### src/hdl/sws_pkg.sv
// Shared codes and constants for the stop-and-wait sender core.
package sws_pkg;

    localparam int unsigned CMD_W    = 3;
    localparam int unsigned LEN_W    = 11;
    localparam int unsigned RXFLAG_W = 8;
    localparam int unsigned SEQ_W    = 8;
    localparam int unsigned FLAG_W   = 3;
    localparam int unsigned STATUS_W = 2;
    localparam int unsigned PHASE_W  = 3;
    localparam int unsigned TICK_W   = 32;

    localparam logic [LEN_W-1:0]  MAX_CHUNK     = 11'd1024;
    localparam logic [TICK_W-1:0] TIMEOUT_RESET = 32'd500;

    localparam logic [CMD_W-1:0] CMD_OPEN  = 3'd0;
    localparam logic [CMD_W-1:0] CMD_CHUNK = 3'd1;
    localparam logic [CMD_W-1:0] CMD_END   = 3'd2;
    localparam logic [CMD_W-1:0] CMD_CLOSE = 3'd3;
    localparam logic [CMD_W-1:0] CMD_TICK  = 3'd4;
    localparam logic [CMD_W-1:0] CMD_RX    = 3'd5;

    localparam logic [FLAG_W-1:0] FLAG_DATA    = 3'd0;
    localparam logic [FLAG_W-1:0] FLAG_SYN     = 3'd1;
    localparam logic [FLAG_W-1:0] FLAG_ACK     = 3'd2;
    localparam logic [FLAG_W-1:0] FLAG_ACK_SYN = 3'd3;
    localparam logic [FLAG_W-1:0] FLAG_FIN     = 3'd4;
    localparam logic [FLAG_W-1:0] FLAG_FIN_ACK = 3'd5;
    localparam logic [FLAG_W-1:0] FLAG_OVER    = 3'd7;

    localparam logic [PHASE_W-1:0] PH_CLOSED      = 3'd0;
    localparam logic [PHASE_W-1:0] PH_SYN_SENT    = 3'd1;
    localparam logic [PHASE_W-1:0] PH_ESTABLISHED = 3'd2;
    localparam logic [PHASE_W-1:0] PH_DATA_SENT   = 3'd3;
    localparam logic [PHASE_W-1:0] PH_OVER_SENT   = 3'd4;
    localparam logic [PHASE_W-1:0] PH_FIN_SENT    = 3'd5;
    localparam logic [PHASE_W-1:0] PH_FINACK_SENT = 3'd6;

    localparam logic [STATUS_W-1:0] ST_WAIT    = 2'd0;
    localparam logic [STATUS_W-1:0] ST_READY   = 2'd1;
    localparam logic [STATUS_W-1:0] ST_FAILED  = 2'd2;
    localparam logic [STATUS_W-1:0] ST_REFUSED = 2'd3;

endpackage

### src/hdl/stop_and_wait_sender_core.sv
// Stop-and-wait sender controller: protocol phase, sequence, pending header and retransmit timer.
//
// Takes one event word per cycle (open, send chunk, send end, close, tick, received header)
// and returns exactly one result word for each, in the cycle after acceptance, from a single
// result register. The input is stalled only while that register holds a word the downstream
// side is stalling, so without such stalls the sustained rate is one word per clock. The phase
// and 32-bit tick counter update in the accepting cycle. cfg_wdata sets the retransmit timeout in
// ticks (500 after reset); the user must write it only while no word is in flight (not enforced).
module stop_and_wait_sender_core
(
    input  logic                            clk,
    input  logic                            rst_n,

    input  logic                            cfg_we,
    input  logic [sws_pkg::TICK_W-1:0]      cfg_wdata,

    input  logic                            in_valid,
    output logic                            in_stall,
    input  logic [sws_pkg::CMD_W-1:0]       command,
    input  logic [sws_pkg::LEN_W-1:0]       chunk_length,
    input  logic [sws_pkg::RXFLAG_W-1:0]    rx_flag,
    input  logic [sws_pkg::SEQ_W-1:0]       rx_seq,
    input  logic                            rx_checksum_ok,

    output logic                            out_valid,
    input  logic                            out_stall,
    output logic                            tx_valid,
    output logic [sws_pkg::FLAG_W-1:0]      tx_flag,
    output logic [sws_pkg::SEQ_W-1:0]       tx_seq,
    output logic [sws_pkg::LEN_W-1:0]       tx_length,
    output logic [sws_pkg::STATUS_W-1:0]    status,
    output logic [sws_pkg::PHASE_W-1:0]     phase
);

    logic [sws_pkg::TICK_W-1:0]   timeout_reg;
    logic [sws_pkg::PHASE_W-1:0]  phase_reg,   phase_next;
    logic [sws_pkg::SEQ_W-1:0]    seq_reg,     seq_next;
    logic [sws_pkg::FLAG_W-1:0]   pflag_reg,   pflag_next;
    logic [sws_pkg::LEN_W-1:0]    plen_reg,    plen_next;
    logic [sws_pkg::TICK_W-1:0]   wait_reg,    wait_next;

    logic                         out_valid_reg;
    logic                         txv_reg,     txv_next;
    logic [sws_pkg::FLAG_W-1:0]   txf_reg,     txf_next;
    logic [sws_pkg::SEQ_W-1:0]    txs_reg,     txs_next;
    logic [sws_pkg::LEN_W-1:0]    txl_reg,     txl_next;
    logic [sws_pkg::STATUS_W-1:0] st_reg,      st_next;
    logic [sws_pkg::PHASE_W-1:0]  ph_out_reg;

    logic                         accept;
    logic                         waiting;
    logic [sws_pkg::TICK_W-1:0]   wait_inc;
    logic [sws_pkg::LEN_W-1:0]    clen_sat;
    logic                         ack_ok;
    logic [sws_pkg::SEQ_W-1:0]    pend_seq;

    assign in_stall = out_valid_reg & out_stall;
    assign accept   = in_valid & ~in_stall;

    assign waiting  = (phase_reg != sws_pkg::PH_CLOSED) &&
                      (phase_reg != sws_pkg::PH_ESTABLISHED);
    assign wait_inc = wait_reg + 32'd1;
    assign clen_sat = (chunk_length > sws_pkg::MAX_CHUNK) ? sws_pkg::MAX_CHUNK : chunk_length;
    assign ack_ok   = (rx_flag == {5'd0, sws_pkg::FLAG_ACK}) && rx_checksum_ok;
    assign pend_seq = (pflag_reg == sws_pkg::FLAG_DATA) ? seq_reg : '0;

    always_comb
    begin
        phase_next = phase_reg;
        seq_next   = seq_reg;
        pflag_next = pflag_reg;
        plen_next  = plen_reg;
        wait_next  = wait_reg;
        txv_next   = 1'b0;
        txf_next   = '0;
        txs_next   = '0;
        txl_next   = '0;
        st_next    = waiting ? sws_pkg::ST_WAIT : sws_pkg::ST_READY;

        case (command)
            sws_pkg::CMD_OPEN:
            begin
                if (phase_reg == sws_pkg::PH_CLOSED)
                begin
                    phase_next = sws_pkg::PH_SYN_SENT;
                    pflag_next = sws_pkg::FLAG_SYN;
                    plen_next  = '0;
                    wait_next  = '0;
                    txv_next   = 1'b1;
                    txf_next   = sws_pkg::FLAG_SYN;
                    st_next    = sws_pkg::ST_WAIT;
                end
                else
                begin
                    st_next = sws_pkg::ST_REFUSED;
                end
            end
            sws_pkg::CMD_CHUNK, sws_pkg::CMD_END, sws_pkg::CMD_CLOSE:
            begin
                if (phase_reg == sws_pkg::PH_ESTABLISHED)
                begin
                    wait_next = '0;
                    txv_next  = 1'b1;
                    st_next   = sws_pkg::ST_WAIT;
                    if (command == sws_pkg::CMD_CHUNK)
                    begin
                        phase_next = sws_pkg::PH_DATA_SENT;
                        pflag_next = sws_pkg::FLAG_DATA;
                        plen_next  = clen_sat;
                        txf_next   = sws_pkg::FLAG_DATA;
                        txs_next   = seq_reg;
                        txl_next   = clen_sat;
                    end
                    else if (command == sws_pkg::CMD_END)
                    begin
                        phase_next = sws_pkg::PH_OVER_SENT;
                        pflag_next = sws_pkg::FLAG_OVER;
                        plen_next  = '0;
                        txf_next   = sws_pkg::FLAG_OVER;
                    end
                    else
                    begin
                        phase_next = sws_pkg::PH_FIN_SENT;
                        pflag_next = sws_pkg::FLAG_FIN;
                        plen_next  = '0;
                        txf_next   = sws_pkg::FLAG_FIN;
                    end
                end
                else
                begin
                    st_next = sws_pkg::ST_REFUSED;
                end
            end
            sws_pkg::CMD_TICK:
            begin
                if (waiting)
                begin
                    // count the tick; on timeout restart the timer and resend the pending header
                    if (wait_inc >= timeout_reg)
                    begin
                        wait_next = '0;
                        txv_next  = 1'b1;
                        txf_next  = pflag_reg;
                        txs_next  = pend_seq;
                        txl_next  = plen_reg;
                    end
                    else
                    begin
                        wait_next = wait_inc;
                    end
                end
            end
            sws_pkg::CMD_RX:
            begin
                case (phase_reg)
                    sws_pkg::PH_SYN_SENT, sws_pkg::PH_FIN_SENT:
                    begin
                        if (ack_ok && phase_reg == sws_pkg::PH_SYN_SENT)
                        begin
                            phase_next = sws_pkg::PH_ESTABLISHED;
                            txv_next   = 1'b1;
                            txf_next   = sws_pkg::FLAG_ACK_SYN;
                            st_next    = sws_pkg::ST_READY;
                        end
                        else if (ack_ok)
                        begin
                            phase_next = sws_pkg::PH_FINACK_SENT;
                            pflag_next = sws_pkg::FLAG_FIN_ACK;
                            plen_next  = '0;
                            wait_next  = '0;
                            txv_next   = 1'b1;
                            txf_next   = sws_pkg::FLAG_FIN_ACK;
                            st_next    = sws_pkg::ST_WAIT;
                        end
                        else
                        begin
                            phase_next = sws_pkg::PH_CLOSED;
                            wait_next  = '0;
                            st_next    = sws_pkg::ST_FAILED;
                        end
                    end
                    sws_pkg::PH_DATA_SENT:
                    begin
                        if (ack_ok && rx_seq == seq_reg)
                        begin
                            seq_next   = seq_reg + 8'd1;
                            phase_next = sws_pkg::PH_ESTABLISHED;
                            st_next    = sws_pkg::ST_READY;
                        end
                    end
                    sws_pkg::PH_OVER_SENT:
                    begin
                        if (rx_flag == {5'd0, sws_pkg::FLAG_OVER} && rx_checksum_ok)
                        begin
                            seq_next   = '0;
                            phase_next = sws_pkg::PH_ESTABLISHED;
                            st_next    = sws_pkg::ST_READY;
                        end
                    end
                    sws_pkg::PH_FINACK_SENT:
                    begin
                        phase_next = sws_pkg::PH_CLOSED;
                        wait_next  = '0;
                        st_next    = sws_pkg::ST_READY;
                    end
                    default:
                    begin
                        st_next = sws_pkg::ST_READY;
                    end
                endcase
            end
            default:
            begin
                st_next = waiting ? sws_pkg::ST_WAIT : sws_pkg::ST_READY;
            end
        endcase
    end

    always_ff @(posedge clk or negedge rst_n)
    begin
        if (!rst_n)
        begin
            timeout_reg   <= sws_pkg::TIMEOUT_RESET;
            phase_reg     <= sws_pkg::PH_CLOSED;
            seq_reg       <= '0;
            pflag_reg     <= sws_pkg::FLAG_DATA;
            plen_reg      <= '0;
            wait_reg      <= '0;
            out_valid_reg <= 1'b0;
        end
        else
        begin
            if (cfg_we)
            begin
                timeout_reg <= cfg_wdata;
            end
            if (accept)
            begin
                phase_reg     <= phase_next;
                seq_reg       <= seq_next;
                pflag_reg     <= pflag_next;
                plen_reg      <= plen_next;
                wait_reg      <= wait_next;
                out_valid_reg <= 1'b1;
            end
            else if (!out_stall)
            begin
                out_valid_reg <= 1'b0;
            end
        end
    end

    always_ff @(posedge clk)
    begin
        if (accept)
        begin
            txv_reg    <= txv_next;
            txf_reg    <= txf_next;
            txs_reg    <= txs_next;
            txl_reg    <= txl_next;
            st_reg     <= st_next;
            ph_out_reg <= phase_next;
        end
    end

    assign out_valid = out_valid_reg;
    assign tx_valid  = txv_reg;
    assign tx_flag   = txf_reg;
    assign tx_seq    = txs_reg;
    assign tx_length = txl_reg;
    assign status    = st_reg;
    assign phase     = ph_out_reg;

endmodule

### config.mk
export PLATFORM = sky130hd
export DESIGN_NAME = stop_and_wait_sender_core
export DESIGN_NICKNAME = d
export VERILOG_FILES = /design/src/hdl/sws_pkg.sv /design/src/hdl/stop_and_wait_sender_core.sv
export SDC_FILE = /design/constraint.sdc
export NUM_CORES = 1
export LEC_CHECK = 0
export ABC_AREA = 1
export BUFFER_PORTS_ARGS = -buffer_cell sky130_fd_sc_hd__buf_2
export CORE_ASPECT_RATIO = 1.25
export CORE_MARGIN = 1
export CORE_UTILIZATION = 60
export DETAILED_ROUTE_END_ITERATION = 12
export PLACE_DENSITY = 0.82
export REMOVE_ABC_BUFFERS = 1
export SYNTH_ARGS = -nofsm -noshare
export SYNTH_HDL_FRONTEND = slang
export SYNTH_SLANG_ARGS = --single-unit
### constraint.sdc
create_clock -name clk -period 7.8 [get_ports clk]
set_clock_uncertainty 0.15 [all_clocks]
set_input_delay 1.17 -clock clk [delete_from_list [all_inputs] [get_ports clk]]
set_output_delay 1.17 -clock clk [all_outputs]
set_load 0.05 [all_outputs]
== Yosys cells after proc, flatten, opt, wreduce, memory -nomap -nowiden ==
Index checks and enable logic that the tools add are counted.

* Register bits after elaboration: 118
* Bits of input ports: 68
* Word-level logic and storage cells: 136

* $add $sub $neg: 2
* Magnitude comparators: 2
* Equality and inequality tests: 26
* Mux-type cells: 73
* Bitwise gates (word level): 3
* Reduce and logical (&&, ||, !) cells: 17

{| class="wikitable"
|+ Operators with widths
! kind !! number
|-
| $mux W32 || 5
|-
| $pmux W32 S4 || 1
|-
| $mux W11 || 10
|-
| $pmux W32 S2 || 1
|-
| $mux W3 || 19
|-
| $mux W8 || 7
|-
| $pmux W11 S3 || 1
|-
| $add A32 B1 Y32 const B || 1
|-
| $ge A32 B32 Y1 || 1
|-
| $pmux W8 S2 || 2
|-
| $pmux W3 S4 || 2
|-
| $pmux W11 S2 || 1
|-
| $pmux W3 S3 || 2
|-
| $eq A3 B3 Y1 const B || 5
|-
| $mux W1 || 14
|-
| $ne A2 B2 Y1 const B || 7
|-
| $reduce_and A7 Y1 || 2
|-
| $eq A3 B2 Y1 const B || 4
|-
| $pmux W2 S3 || 2
|-
| $gt A11 B11 Y1 const B || 1
|-
| $mux W2 || 5
|-
| $logic_not A3 Y1 || 3
|-
| $add A8 B1 Y8 const B || 1
|-
| $eq A8 B2 Y1 const B || 1
|-
| other kinds (17) || 25
|}

== Longest topological paths before layout ==
* Depth after elaboration: 6
* Mapped depth: 22

== Worst setup path before layout ==
OpenSTA, ideal clock, no wires.

* Kind: reg-to-reg
* Start point: reg wait_reg[0] (netlist name)
* End point: reg txl_reg, in the netlist tx_length[1] (data pin)
* Library setup time: 253 ps
* Arrival: 2564 ps
* Slack: 4833 ps
* Stages on the path, launching flop included: 16
* Cells stage by stage: dfrtp_1 > inv_1 > nor2_2 > inv_1 > nor2_2 > nand2_1 > xnor2_1 > ha_1 > a21oi_1 > o21a_1 > nand2_1 > a21oi_1 > nand2_1 > clkbuf_1 > nand3_1 > nand2_1

* Longest elaborated chain between the ends: 5

{| class="wikitable"
|+ Ends and longest elaborated chain
! element !! RTL line !! source
|-
| start: declaration || stop_and_wait_sender_core.sv:40 || <nowiki>logic [sws_pkg::TICK_W-1:0] wait_reg, wait_next;</nowiki>
|-
| start signal: assignment || stop_and_wait_sender_core.sv:243 || <nowiki>wait_reg <= wait_next;</nowiki>
|-
| $add A32 B1 Y32 || stop_and_wait_sender_core.sv:62 || <nowiki>assign wait_inc = wait_reg + 32'd1;</nowiki>
|-
| $ge A32 B32 Y1 || stop_and_wait_sender_core.sv:139 || <nowiki>if (wait_inc >= timeout_reg)</nowiki>
|-
| $mux W11 || stop_and_wait_sender_core.sv:139 ||
|-
| $mux W11 || stop_and_wait_sender_core.sv:136 || <nowiki>if (waiting)</nowiki>
|-
| $pmux W11 S2 || stop_and_wait_sender_core.sv:80 || <nowiki>case (command)</nowiki>
|-
| net txl_next (one bit) || stop_and_wait_sender_core.sv:46 || <nowiki>logic [sws_pkg::LEN_W-1:0] txl_reg, txl_next;</nowiki>
|-
| end signal: assignment || stop_and_wait_sender_core.sv:260 || <nowiki>txl_reg <= txl_next;</nowiki>
|-
| end: declaration || stop_and_wait_sender_core.sv:46 ||
|}

The timed path passes the listed nets, and every way through them passes these cells.
A chain may end at the register's enable or synchronous reset.

== Worst setup path after layout ==
* Start point: reg wait_reg[0] (netlist name)
* End point: reg txl_reg, in the netlist tx_length[10] (data pin)

The elaborated chain is that of the path after synthesis.

==> impl.org <==
** Run status
- Outcome :: finished, final reports clean

** Yosys
- Number of warning messages in the yosys log :: 0
- Sequential area share after synthesis :: a little over two fifths
- A synthesized cell averages approximately 7.3 µm².
- Most used flip-flop cell after synthesis :: sky130_fd_sc_hd__dfrtp_1
- Netlist Area Pre-Place :: 7448 µm²
- By area the synthesized netlist is led by sky130_fd_sc_hd__dfrtp_1 28%, sky130_fd_sc_hd__nand2_1 19%, sky130_fd_sc_hd__edfxtp_1 11%.
- Dominant cell by count in the synthesized netlist :: sky130_fd_sc_hd__nand2_1
- Share of the synthesized area in the top cell type :: 28.22%
- Seq cells post-synth :: ~120
- In the synthesized netlist the async set-or-reset flop fraction comes to 76.27%.
- Synth area leader :: sky130_fd_sc_hd__dfrtp_1
- Synthesized netlist cell count :: 1,021
- Top post-synthesis cells by count :: 372 x sky130_fd_sc_hd__nand2_1, 114 x sky130_fd_sc_hd__inv_1, 98 x sky130_fd_sc_hd__nor2_1
- Yosys mapped a number of flops with a built-in enable equal to 28.
- The netlist uses 37 different library cells.

** Clock tree
- Clock buffers created by TritonCTS :: 17
- For this design, the CTS-stage hold fixing added 0 buffers.
- Buffers added to address setup during post-CTS repair amount to 0.
- H-tree depth :: 4
- Clock-pin slew was measured on the worst setup and hold paths at 0.05 ns.
- Clock root buffer :: sky130_fd_sc_hd__clkbuf_16
- CTS tree :: yes
- Clock net sink count :: 118
- CTS max path bufs :: 2
- Clock latency at the later pin of the worst-skew pair :: around 0.43 ns
- Post-cts sizing count :: 0

** Finish
- Cells fill a little under three quarters of the core in the end.
- For this run, the post-layout net count is about 1.2k.
- In the final layout, the multi-input gates occupy 3734 µm².
- Final-layout fill cell count :: 1,027
- The repair_antennas step left the layout with diodes totalling 0.
- Area used by sequential logic in the layout :: 3100 µm²
- Area Overhead vs Synth :: 15.19%
- Share of layout cells above drive strength 1 :: 14.40%

** Hold path
- The worst hold path was traced through 2 stages.
- Hold WC Path Type :: reg -> reg

** STA
- Static timing analysis puts the maximum clock frequency at 203.0 MHz.
- Setup violations remaining at the end of the flow were counted as 0.
- In the post-route analysis, the smallest setup slack over all paths is roughly 2.9 ns.
- The number of hold-slack violations in the final timing report is 0.
- Hold is met by approximately 0.34 ns.
- The worst path uses between 60% and 70% of the clock period.
- Number of max-slew violations in the final report :: 0
- Final critical-path required period :: 4.926 ns
- Unrepaired setup endpoints after global routing :: no
- Total Neg Setup Slack :: 0 ns
- Measured against its own limit, the worst slew margin works out to between 20% and 30%.
- Slew at the pin closest to its max-slew limit :: 1.064 ns

** Power
- For this design the static power due to leakage is 4.514 nW.
- Combinational logic burns 18.1% of the power.
- The share of total power dissipated in the clock network is 41.4%.
- Proportion of power drawn by flip-flops and latches :: 40.5%
- Across the VDD grid, the largest voltage drop is 220.2 µV.
- The analysis attributes to net switching a power of 0.5540 mW.
- Internal power component :: 1.267 mW
- Total chip power :: 1.821 mW
- Switch share :: 30.43%
- Cell area power density :: 212.2 nW/µm²

** Placement
- HPWL after DPL :: 13.02 mm
- Global placement routability congestion :: 0.9840
- Placement Setup Slack :: about 3 ns
- # port buffers :: 97

** Floorplanning
- The total area inside the core boundary comes to 12,110 µm².
- For this design the top-level I/O count stands at 98.
- Starting density of the core :: 61.53%
- Width of the chip :: just over 100 µm
- The die covers 12,870 µm².
- From bottom edge to top edge, the die measures roughly 130 µm.
- Floorplan row count :: 45

** Routing
- The detailed router finished its first iteration with 400 violations.
- Detailed-route wire length :: 18.31 mm
- After detailed routing, the average wire length per cell comes to between 10 and 15 µm.
- Before antenna repair, the detailed router went through 5 iterations.
- Via density per instance :: 5.412
- Remaining antenna violation count after routing :: 0
- For this run, design rule violations remaining after detail routing come to 0.
- Via total after detailed routing :: 6,976

** GRT
- All-Layer GR Usage :: 30.41%
- Overall overflow remaining after global route :: 0
- The first global-routing pass estimated 30.10 mm of wire.
- The initial antenna violation count came to 0.
- The number of global-route vias before repair came to 6,654.
- Largest net degree at the start of global routing :: 64

** Setup path
- Depth of the worst register-to-register path :: 15
- CP max FO :: 32
- At the worst endpoint, the arrival time is 5.07 ns.
- At the worst endpoint, the required time is 7.94 ns.
- Capturing element type of the critical path :: flop
- The worst setup path is launched from a flop.
- By startpoint and endpoint, the worst setup path is classified as reg -> reg.

** Job
- Maximum capacitance violations :: 0
==> cell families (layout without fill, tap and decap cells) <==
kind of cell    after synthesis  in the layout  share of synthesized area [%]
fa+ha+maj                    34             34                          5.711
flops                       118            118                          41.63
xor+xnor                     28             28                          3.292
simple gates                614            614                          35.61
compound gates               75             75                          5.309
mux                           1              1                         0.1512
buf+inv                     151            255                          8.298
==> final timing paths <==
kind	end	startpoint	slack (ns)
max	tx_length[10]	wait_reg[0]	2.87
min	plen_reg[10]	plen_reg[10]	0.34
max reg2reg	tx_length[10]	wait_reg[0]	2.87
min reg2reg	plen_reg[10]	plen_reg[10]	0.34
max in group asynchronous	wait_reg[3]	rst_n	5.83
min in group asynchronous	timeout_reg[10]	rst_n	0.52
==> layout by cell type, fill, tap and decap left out, types with 2 or more instances in the layout <==
cell | netlist | layout
sky130_fd_sc_hd__a21oi_1 | 18 | 17
sky130_fd_sc_hd__a21oi_2 | 1 | 2
sky130_fd_sc_hd__buf_2 | 11 | 96
sky130_fd_sc_hd__buf_4 | 2 | 6
sky130_fd_sc_hd__bufinv_16 | 0 | 2
sky130_fd_sc_hd__clkbuf_1 | 13 | 8
sky130_fd_sc_hd__clkbuf_16 | 0 | 17
sky130_fd_sc_hd__clkbuf_8 | 0 | 2
sky130_fd_sc_hd__clkinv_2 | 0 | 2
sky130_fd_sc_hd__dfrtp_1 | 84 | 84
sky130_fd_sc_hd__dfstp_2 | 6 | 6
sky130_fd_sc_hd__edfxtp_1 | 28 | 28
sky130_fd_sc_hd__ha_1 | 34 | 34
sky130_fd_sc_hd__inv_1 | 114 | 114
sky130_fd_sc_hd__inv_2 | 7 | 7
sky130_fd_sc_hd__nand2_1 | 372 | 372
sky130_fd_sc_hd__nand2_2 | 5 | 5
sky130_fd_sc_hd__nand2_4 | 3 | 3
sky130_fd_sc_hd__nand3_1 | 60 | 60
sky130_fd_sc_hd__nand3_2 | 2 | 2
sky130_fd_sc_hd__nand4_1 | 46 | 46
sky130_fd_sc_hd__nor2_1 | 98 | 98
sky130_fd_sc_hd__nor2_2 | 3 | 3
sky130_fd_sc_hd__nor2_4 | 3 | 3
sky130_fd_sc_hd__nor3_1 | 15 | 15
sky130_fd_sc_hd__o21a_1 | 5 | 5
sky130_fd_sc_hd__o21ai_0 | 35 | 35
sky130_fd_sc_hd__o21ai_1 | 14 | 14
sky130_fd_sc_hd__xnor2_1 | 17 | 17
sky130_fd_sc_hd__xor2_1 | 11 | 11
==> power groups by stage <==
stage	combinational, mW	sequential [mW]	clock (mW)
floorplan	0.182	0.783	0
global placement	0.322	0.746	0
detailed placement	0.327	0.745	0
CTS	0.331	0.735	0.760
global route	0.368	0.743	0.786
finish	0.330	0.737	0.753
==> final cells by class <==
class / instances / area share (%)
clock buffers: 27 / 5.629
multi-input cells: 752 / 43.52
flip-flops and latches: 118 / 36.14
well taps: 164 / 2.392
repair buffers: 102 / 6.125
clock inverters: 5 / 0.9042
inverters: 121 / 5.294
==> per-stage QoR <==
stage | cells | instance area [µm²]
6_report | 1289 | 8579
5_1_grt | 1289 | 8579
4_1_cts | 1289 | 8579
3_5_place_dp | 1257 | 8019
3_3_place_gp | 1257 | 8019
2_1_floorplan | 991 | 7284
==> worst max-delay path, cell delays in order, from the launching register on <==
cell                      delay (ns)
sky130_fd_sc_hd__dfrtp_1        0.45
sky130_fd_sc_hd__inv_1          0.11
sky130_fd_sc_hd__nor2_2         0.26
sky130_fd_sc_hd__inv_1          0.08
sky130_fd_sc_hd__nor2_2         0.33
sky130_fd_sc_hd__nand2_1        0.12
sky130_fd_sc_hd__xnor2_1        0.17
sky130_fd_sc_hd__ha_1           0.30
sky130_fd_sc_hd__nand2_1        0.07
sky130_fd_sc_hd__nor2_1         0.23
sky130_fd_sc_hd__nand4_1        0.13
sky130_fd_sc_hd__nor3_1         0.34
sky130_fd_sc_hd__nand2_1        0.73
sky130_fd_sc_hd__nand2_1        1.00
sky130_fd_sc_hd__nand3_1        0.19
sky130_fd_sc_hd__nand2_1        0.11
==> routing by layer <==
metal | track usage (%) | wire, µm
met5 | 0 | 0
met1 | 35.65 | 7267
met3 | 5.730 | 979
met4 | 13.55 | 474
met2 | 53.38 | 9592
Power figures use the tool's default switching activity.
